## src/rtl/cqe_pkg.sv

```systemverilog
`default_nettype none

package cqe_pkg;

  localparam int CAP_W    = 7;
  localparam int FUNC_W   = 2;
  localparam int WORD_W   = 32;
  localparam int STATUS_W = 2;

  localparam logic [CAP_W-1:0] CAP_RESET = 7'd64;

  localparam logic [FUNC_W-1:0] FUNC_ENQ  = 2'd0;
  localparam logic [FUNC_W-1:0] FUNC_DEQ  = 2'd1;
  localparam logic [FUNC_W-1:0] FUNC_DISP = 2'd2;

  localparam logic [STATUS_W-1:0] STATUS_OK        = 2'd0;
  localparam logic [STATUS_W-1:0] STATUS_OVERFLOW  = 2'd1;
  localparam logic [STATUS_W-1:0] STATUS_UNDERFLOW = 2'd2;

  typedef enum logic {
    ST_IDLE,
    ST_EMIT
  } cqe_state_t;

  typedef struct packed {
    logic                enq;
    logic                deq;
    logic                disp;
    logic                resp;
    logic [STATUS_W-1:0] resp_status;
    logic                emit;
  } cqe_cmd_t;

  typedef struct packed {
    logic empty;
    logic full;
    logic out_free;
    logic last_pend;
  } cqe_stat_t;

endpackage

`default_nettype wire

```

## src/rtl/cqe_in_if.sv

```systemverilog
`default_nettype none

interface cqe_in_if import cqe_pkg::*; ();
  logic                     valid;
  logic                     ready;
  logic [FUNC_W-1:0]        func;
  logic signed [WORD_W-1:0] value;

  modport source (output valid, output func, output value, input ready);
  modport sink (input valid, input func, input value, output ready);
endinterface

`default_nettype wire

```

## src/rtl/cqe_out_if.sv

```systemverilog
`default_nettype none

interface cqe_out_if import cqe_pkg::*; ();
  logic                     valid;
  logic                     ready;
  logic [STATUS_W-1:0]      status;
  logic signed [WORD_W-1:0] data;
  logic                     last;

  modport source (output valid, output status, output data, output last, input ready);
  modport sink (input valid, input status, input data, input last, output ready);
endinterface

`default_nettype wire

```

## src/rtl/cqe_ctrl.sv

```systemverilog
`default_nettype none

module cqe_ctrl import cqe_pkg::*; (
  input  logic              clk,
  input  logic              rst_n,
  input  logic              in_valid,
  input  logic [FUNC_W-1:0] in_func,
  output logic              in_ready,
  input  cqe_stat_t         stat,
  output cqe_cmd_t          cmd
);

  cqe_state_t state_r;
  cqe_state_t state_nxt;
  logic       fire;

  assign in_ready = (state_r == ST_IDLE) && stat.out_free;
  assign fire     = in_valid && in_ready;

  always_ff @(posedge clk) begin
    if (!rst_n) begin
      state_r <= ST_IDLE;
    end else begin
      state_r <= state_nxt;
    end
  end

  always_comb begin
    state_nxt = state_r;
    unique case (state_r)
      ST_IDLE: begin
        if (fire && !stat.empty && (in_func == FUNC_DEQ || in_func == FUNC_DISP)) begin
          state_nxt = ST_EMIT;
        end
      end
      ST_EMIT: begin
        if (stat.out_free && stat.last_pend) begin
          state_nxt = ST_IDLE;
        end
      end
      default: state_nxt = ST_IDLE;
    endcase
  end

  always_comb begin
    cmd = '0;
    unique case (state_r)
      ST_IDLE: begin
        if (fire) begin
          unique case (in_func)
            FUNC_ENQ: begin
              cmd.resp = 1'b1;
              if (stat.full) begin
                cmd.resp_status = STATUS_OVERFLOW;
              end else begin
                cmd.enq         = 1'b1;
                cmd.resp_status = STATUS_OK;
              end
            end
            FUNC_DEQ: begin
              if (stat.empty) begin
                cmd.resp        = 1'b1;
                cmd.resp_status = STATUS_UNDERFLOW;
              end else begin
                cmd.deq = 1'b1;
              end
            end
            FUNC_DISP: begin
              if (stat.empty) begin
                cmd.resp        = 1'b1;
                cmd.resp_status = STATUS_UNDERFLOW;
              end else begin
                cmd.disp = 1'b1;
              end
            end
            default: cmd = '0;
          endcase
        end
      end
      ST_EMIT: begin
        cmd.emit = stat.out_free;
      end
      default: cmd = '0;
    endcase
  end

endmodule

`default_nettype wire

```

## src/rtl/cqe_dpath.sv

```systemverilog
`default_nettype none

module cqe_dpath import cqe_pkg::*; #(
  parameter int DEPTH = 64
) (
  input  logic                     clk,
  input  logic                     rst_n,
  input  logic                     cfg_we,
  input  logic [CAP_W-1:0]         cfg_wdata,
  input  logic signed [WORD_W-1:0] in_value,
  input  cqe_cmd_t                 cmd,
  output cqe_stat_t                stat,
  output logic                     out_valid,
  input  logic                     out_ready,
  output logic [STATUS_W-1:0]      out_status,
  output logic signed [WORD_W-1:0] out_data,
  output logic                     out_last
);

  localparam int IW = $clog2(DEPTH);
  localparam int CW = $clog2(DEPTH + 1);

  function automatic logic [CW-1:0] eff_cap(input logic [CAP_W-1:0] c);
    logic [CW-1:0] r;
    if (c == '0) begin
      r = CW'(1);
    end else if (int'(c) > DEPTH) begin
      r = CW'(DEPTH);
    end else begin
      r = CW'(c);
    end
    return r;
  endfunction

  function automatic logic [IW-1:0] adv(input logic [IW-1:0] idx, input logic [CW-1:0] cap);
    logic [CW-1:0] inc;
    inc = CW'(idx) + CW'(1);
    return (inc >= cap) ? '0 : IW'(inc);
  endfunction

  logic [WORD_W-1:0]        mem [DEPTH];
  logic [WORD_W-1:0]        rd_data_r;
  logic [IW-1:0]            head_r, head_nxt;
  logic [IW-1:0]            tail_r, tail_nxt;
  logic [IW-1:0]            idx_r, idx_nxt;
  logic [CW-1:0]            count_r, count_nxt;
  logic [CW-1:0]            remain_r, remain_nxt;
  logic [CW-1:0]            cap_r, cap_nxt;
  logic                     out_valid_r, out_valid_nxt;
  logic [STATUS_W-1:0]      out_status_r;
  logic signed [WORD_W-1:0] out_data_r;
  logic                     out_last_r;
  logic                     rd_en;
  logic [IW-1:0]            rd_addr;
  logic                     load;

  assign stat.empty     = (count_r == '0);
  assign stat.full      = (count_r >= cap_r);
  assign stat.out_free  = !out_valid_r || out_ready;
  assign stat.last_pend = (remain_r == CW'(1));

  assign load = cmd.resp || cmd.emit;

  always_comb begin
    head_nxt   = head_r;
    tail_nxt   = tail_r;
    idx_nxt    = idx_r;
    count_nxt  = count_r;
    remain_nxt = remain_r;
    cap_nxt    = cap_r;
    rd_en      = 1'b0;
    rd_addr    = head_r;
    if (cfg_we) begin
      cap_nxt   = eff_cap(cfg_wdata);
      head_nxt  = '0;
      tail_nxt  = '0;
      count_nxt = '0;
    end else if (cmd.enq) begin
      tail_nxt  = adv(tail_r, cap_r);
      count_nxt = count_r + CW'(1);
    end else if (cmd.deq) begin
      rd_en      = 1'b1;
      head_nxt   = adv(head_r, cap_r);
      count_nxt  = count_r - CW'(1);
      remain_nxt = CW'(1);
    end else if (cmd.disp) begin
      rd_en      = 1'b1;
      idx_nxt    = adv(head_r, cap_r);
      remain_nxt = count_r;
    end else if (cmd.emit && !stat.last_pend) begin
      rd_en      = 1'b1;
      rd_addr    = idx_r;
      idx_nxt    = adv(idx_r, cap_r);
      remain_nxt = remain_r - CW'(1);
    end
  end

  always_comb begin
    out_valid_nxt = out_valid_r;
    if (load) begin
      out_valid_nxt = 1'b1;
    end else if (out_ready) begin
      out_valid_nxt = 1'b0;
    end
  end

  always_ff @(posedge clk) begin
    if (!rst_n) begin
      head_r      <= '0;
      tail_r      <= '0;
      count_r     <= '0;
      remain_r    <= '0;
      cap_r       <= eff_cap(CAP_RESET);
      out_valid_r <= 1'b0;
    end else begin
      head_r      <= head_nxt;
      tail_r      <= tail_nxt;
      count_r     <= count_nxt;
      remain_r    <= remain_nxt;
      cap_r       <= cap_nxt;
      out_valid_r <= out_valid_nxt;
    end
  end

  always_ff @(posedge clk) begin
    idx_r <= idx_nxt;
    if (cmd.enq) begin
      mem[tail_r] <= in_value;
    end
    if (rd_en) begin
      rd_data_r <= mem[rd_addr];
    end
  end

  always_ff @(posedge clk) begin
    if (cmd.resp) begin
      out_status_r <= cmd.resp_status;
      out_data_r   <= '0;
      out_last_r   <= 1'b1;
    end else if (cmd.emit) begin
      out_status_r <= STATUS_OK;
      out_data_r   <= rd_data_r;
      out_last_r   <= stat.last_pend;
    end
  end

  assign out_valid  = out_valid_r;
  assign out_status = out_status_r;
  assign out_data   = out_data_r;
  assign out_last   = out_last_r;

endmodule

`default_nettype wire

```

## src/rtl/circular_queue_engine.sv

```systemverilog
// Channel   Direction  Payload                   Request accepted when
// in_req    input      func, value               valid and ready high at clk
// out_rsp   output     status, data, last        valid and ready high at clk
// cfg       input      cfg_wdata (capacity)      cfg_we high at clk
//
// Enqueue and any request that ends in a status only load the response register
// directly. A dequeue or a display of N entries first reads an entry through the
// single registered read port of the slot memory; each entry is then emitted in turn.
// Reset is synchronous: the queue is empty and the capacity is min(64, DEPTH).
// A stalled result holds the output register, and no new request is taken then.
`default_nettype none

module circular_queue_engine import cqe_pkg::*; #(
  parameter int DEPTH = 64
) (
  input  logic             clk,
  input  logic             rst_n,
  input  logic             cfg_we,
  input  logic [CAP_W-1:0] cfg_wdata,
  cqe_in_if.sink           in_req,
  cqe_out_if.source        out_rsp
);

  cqe_cmd_t  cmd;
  cqe_stat_t stat;

  cqe_ctrl u_ctrl (
    .clk      (clk),
    .rst_n    (rst_n),
    .in_valid (in_req.valid),
    .in_func  (in_req.func),
    .in_ready (in_req.ready),
    .stat     (stat),
    .cmd      (cmd)
  );

  cqe_dpath #(
    .DEPTH (DEPTH)
  ) u_dpath (
    .clk        (clk),
    .rst_n      (rst_n),
    .cfg_we     (cfg_we),
    .cfg_wdata  (cfg_wdata),
    .in_value   (in_req.value),
    .cmd        (cmd),
    .stat       (stat),
    .out_valid  (out_rsp.valid),
    .out_ready  (out_rsp.ready),
    .out_status (out_rsp.status),
    .out_data   (out_rsp.data),
    .out_last   (out_rsp.last)
  );

endmodule

`default_nettype wire
```

## src/flat_wrapper.sv

```systemverilog
// flat-port wrapper written by rule: the top's interface ports become plain ports
module circular_queue_engine_flat import cqe_pkg::*;
#(
  parameter int DEPTH = 64
)
  (clk, rst_n, cfg_we, cfg_wdata, in_req_valid, in_req_func, in_req_value, in_req_ready, out_rsp_valid, out_rsp_status, out_rsp_data, out_rsp_last, out_rsp_ready);
  cqe_in_if in_req_i ();
  cqe_out_if out_rsp_i ();
  input  logic clk;
  input  logic rst_n;
  input  logic cfg_we;
  input  logic [CAP_W-1:0] cfg_wdata;
  input wire logic [$bits(in_req_i.valid)-1:0] in_req_valid;
  input wire logic [$bits(in_req_i.func)-1:0] in_req_func;
  input wire logic [$bits(in_req_i.value)-1:0] in_req_value;
  output wire logic [$bits(in_req_i.ready)-1:0] in_req_ready;
  output wire logic [$bits(out_rsp_i.valid)-1:0] out_rsp_valid;
  output wire logic [$bits(out_rsp_i.status)-1:0] out_rsp_status;
  output wire logic [$bits(out_rsp_i.data)-1:0] out_rsp_data;
  output wire logic [$bits(out_rsp_i.last)-1:0] out_rsp_last;
  input wire logic [$bits(out_rsp_i.ready)-1:0] out_rsp_ready;
  assign in_req_i.valid = in_req_valid;
  assign in_req_i.func = in_req_func;
  assign in_req_i.value = in_req_value;
  assign in_req_ready = in_req_i.ready;
  assign out_rsp_valid = out_rsp_i.valid;
  assign out_rsp_status = out_rsp_i.status;
  assign out_rsp_data = out_rsp_i.data;
  assign out_rsp_last = out_rsp_i.last;
  assign out_rsp_i.ready = out_rsp_ready;
  circular_queue_engine #(.DEPTH(DEPTH)) u_core (.clk(clk), .rst_n(rst_n), .cfg_we(cfg_we), .cfg_wdata(cfg_wdata), .in_req(in_req_i), .out_rsp(out_rsp_i));
endmodule
```

## config.mk

```make
export PLATFORM = sky130hd
export DESIGN_NAME = circular_queue_engine_flat
export DESIGN_NICKNAME = d
export VERILOG_FILES = /design/src/rtl/cqe_pkg.sv /design/src/rtl/cqe_in_if.sv /design/src/rtl/cqe_out_if.sv /design/src/rtl/cqe_ctrl.sv /design/src/rtl/cqe_dpath.sv /design/src/rtl/circular_queue_engine.sv /design/src/flat_wrapper.sv
export SDC_FILE = /design/constraint.sdc
export NUM_CORES = 2
export LEC_CHECK = 0
export BUFFER_PORTS_ARGS = -buffer_cell sky130_fd_sc_hd__buf_2
export CORE_MARGIN = 3
export CORE_UTILIZATION = 30
export DETAILED_ROUTE_END_ITERATION = 12
export PLACE_DENSITY_LB_ADDON = 0.1
export SLEW_MARGIN = 40
export SYNTH_ARGS = -nofsm -noshare
export SYNTH_HDL_FRONTEND = slang
export SYNTH_SLANG_ARGS = --single-unit
```

## constraint.sdc

```tcl
create_clock -name clk -period 9.6 [get_ports clk]
set_input_delay 1.92 -clock clk [delete_from_list [all_inputs] [get_ports clk]]
set_output_delay 1.92 -clock clk [all_outputs]
set_load 0.05 [all_outputs]
```

==> metrics <==
outcome=finished clean; top post-synthesis cells by count=edfxtp_1 (2,088), mux2i_1 (1,027), o22ai_1 (519), clkbuf_1 (130), o41ai_1 (128); Initial DRT Pass Iterations=6; filler instances=25,600; Yosys top cell area share=75.5%; Synth Area in Simple Gates=1.86%; combinational family with the most area after synthesis=multiplexers; Vias/cell=5.12; fin crit share=61.7%; core area=275,000 um^2; max_cap viols=0; fin nets=5,031; CTS Buffer Depth=4; Power Density=203 nW/um^2; xor-xnor portion of the synthesized cell area=0.211%; chip width=532 um; leakage=37.7 nW; worst slew pin tran=0.911 ns; Post-Synthesis Cell Area=83,100 um^2; Critical Path AT=6.47 ns; CP endpoint kind=flop; crit path max fanout=43; Worst-path clk slew=0.06 ns; RSZ-0062 raised after global routing=false; Worst EP required=10.15 ns; Resized cells post-CTS=0; first-pass GRT wire length=387,000 um; grt met1 use=28.1%; worst vdd ir=0.176 mV; Antenna Violating Nets Remaining=0; Sw Share=21.5%; final setup violating endpoints=0; TritonCTS Buffers=242; GPL Wtd Cong=0.745; Post-CTS Setup Bufs=0; Synth Flop Type=edfxtp_1; DR DRC count=0; final hold violations=0; Hold Crit Class=flop to flop; Mean Syn Cell Area=17.9 um^2; number of enable flip-flop cells after synthesis=2,088; GRT overflow=0; synth warn=0; placed cell area=90,900 um^2; Worst setup SP type=primary input; Initial Util=30.2%; busiest layer in global routing=met2; sequential power share=52.0%; Final Critical Period=5.92 ns; die area=283,000 um^2; WL/cell=32.3 um; Area Growth Syn to Fin=18.7%; Compound-Gate Fraction of Synth Area=6.20%; largest net degree at the start of global routing=78; count of input and output buffers=82; sequential element share of the synthesized area=77.1%; mux cell area share after synthesis=12.4%; Clk network pwr share=44.6%; Tot GR Track Use=19.6%; Clock Latency Late Sink=0.90 ns; syn_nets=4,726; Slew Viols, Final=0; share of layout cells above drive strength 1=15.6%; Total Wirelength=285,000 um; final instance area=98,500 um^2; Boundary Pins=83; CTS H-Tree Depth=4; FP Rows=192; cell with the most instances after synthesis=edfxtp_1; Unique masters post-synth=56; Max Fclk=169 MHz; setup TNS=0 ns; Placement Setup Slack=2.90 ns; routed via count=45,200; Synth async-reset ratio=0%; CTS Sinks=2,156; number of global-route vias before repair=44,400; Combinational Power Share=3.4%; total net switching power=4.29 mW; Gate Count Post-Synth=4,637; Post-DP HPWL=157,000 um; initial antenna violation count=12; clock root buffer=clkbuf_16; Hold-fix buffers, CTS=0; routing usage on met2=32.0%; Internal Power=15.7 mW; Rel. slew slack=38.5%; Die H=532 um; synth top area cells=edfxtp_1 (75%), mux2i_1 (12%), o22ai_1 (3.9%); M3 GR Usage=2.39%; Worst Clk Skew=0.0635 ns; Yosys top cell by area=edfxtp_1; PnR worst setup slack=3.68 ns; post-synthesis adder-cell area fraction=0.657%; Seq cells post-synth=2,156; DRT iter0 DRCs=4,138; worst setup path category=primary input to flop; CTS tree=yes
==> state kept, by name, summed over array words and instances (netlist names), 2 cells and up <==
name,cells
u_core.u_dpath.mem,2048
u_core.u_dpath.out_status,2
u_core.u_dpath.count_r,7
u_core.u_dpath.head_r,6
u_core.u_dpath.remain_r,7
u_core.u_dpath.cap_r,7
u_core.u_dpath.out_data,32
u_core.u_dpath.rd_data_r,32
u_core.u_dpath.tail_r,6
u_core.u_dpath.idx_r,6
==> cell type report <==
type | instances | area (um^2) | area share [%]
Antenna cell | 6 | 15.0 | 0.0152
Multi-Input combinational cell | 2182 | 18800 | 19.1
Clock inverter | 117 | 1040 | 1.06
Timing Repair Buffer | 336 | 3440 | 3.49
Clock buffer | 322 | 6510 | 6.61
Inverter | 24 | 90.1 | 0.0914
Sequential cell | 2156 | 64100 | 65.0
Tap cell | 3686 | 4610 | 4.68
==> worst paths after layout <==
check / startpoint / to / slack (ns) / cells past startpoint
max: out_rsp_ready / u_core.u_dpath.rd_data_r[23] / 3.68 / 15
min: u_core.u_dpath.out_data[31] / u_core.u_dpath.out_data[31] / 0.45 / 2
min reg2reg: u_core.u_dpath.out_data[31] / u_core.u_dpath.out_data[31] / 0.45 / 2
max reg2reg: u_core.u_dpath.out_valid / u_core.u_dpath.rd_data_r[23] / 4.52 / 14
==> metal layers <==
layer  up-vias  routed length, um
met5         -                 24
met4         4               5260
met3       316              11400
met2      1132             136000
met1     24200             133000
li1      19500                  -
==> critical path, stage by stage <==
cell and delay (ns):
buf_2 0.07, nand2b_1 0.19, nand2_4 0.43, nor3_4 0.30, buf_4 0.35, mux2i_4 0.45
buf_8 0.21, buf_12 0.29, buf_4 0.43, buf_4 0.25, mux2i_1 0.22, o22ai_1 0.12
o41ai_1 0.73, buf_4 0.22, nand4_1 0.09
==> cell usage in the layout (no fill, tap or decap), types with 21 or more instances in the layout <==
cell type  Yosys  layout
edfxtp_1    2088    2088
buf_16         0      21
clkbuf_16      0     244
mux2i_1     1027    1026
a21oi_1       57      56
nand4_1       32      32
buf_8          0      28
buf_2        122      72
clkbuf_1     130      67
ha_1          42      42
clkinv_1       0      46
buf_12         0      32
nor2_4         0      57
nand2_1      109     106
o41ai_1      128      85
nor2_1        86      29
o22ai_1      519     519
buf_4          3     166
o41ai_2        0      33
inv_1         24      23
clkinv_2       0      38
dfxtp_1       68      68
==> power groups by stage <==
stage | Combinational [mW] | Sequential, mW | Clock (mW)
floorplan | 0.264 | 10.7 | 0
finish | 0.681 | 10.4 | 8.91
global route | 0.732 | 10.4 | 9.51
detailed placement | 0.693 | 10.6 | 0
global placement | 0.676 | 10.6 | 0
CTS | 0.694 | 10.4 | 9.14
==> cells by family after synthesis <==
family,after synthesis
and+or+nand+nor,320
AOI/OAI and AO/OA,772
DFF,2156
muxes,1027
xor gates and xnor gates,20
adders and majority gates,43
buffers and inverters,299
==> through the flow <==
step	hold WS, ns	instances	power, mW	utilization, %
5_1_grt	0.475	8828	20.6	35.9
4_1_cts	0.457	8820	20.2	35.9
6_report	0.454	8829	20.0	35.9
2_1_floorplan	0.454	4637	10.9	-
3_3_place_gp	0.447	8320	11.3	32.6
3_5_place_dp	0.449	8381	11.3	33.1
No activity file was read; power rests on OpenSTA's default activity.
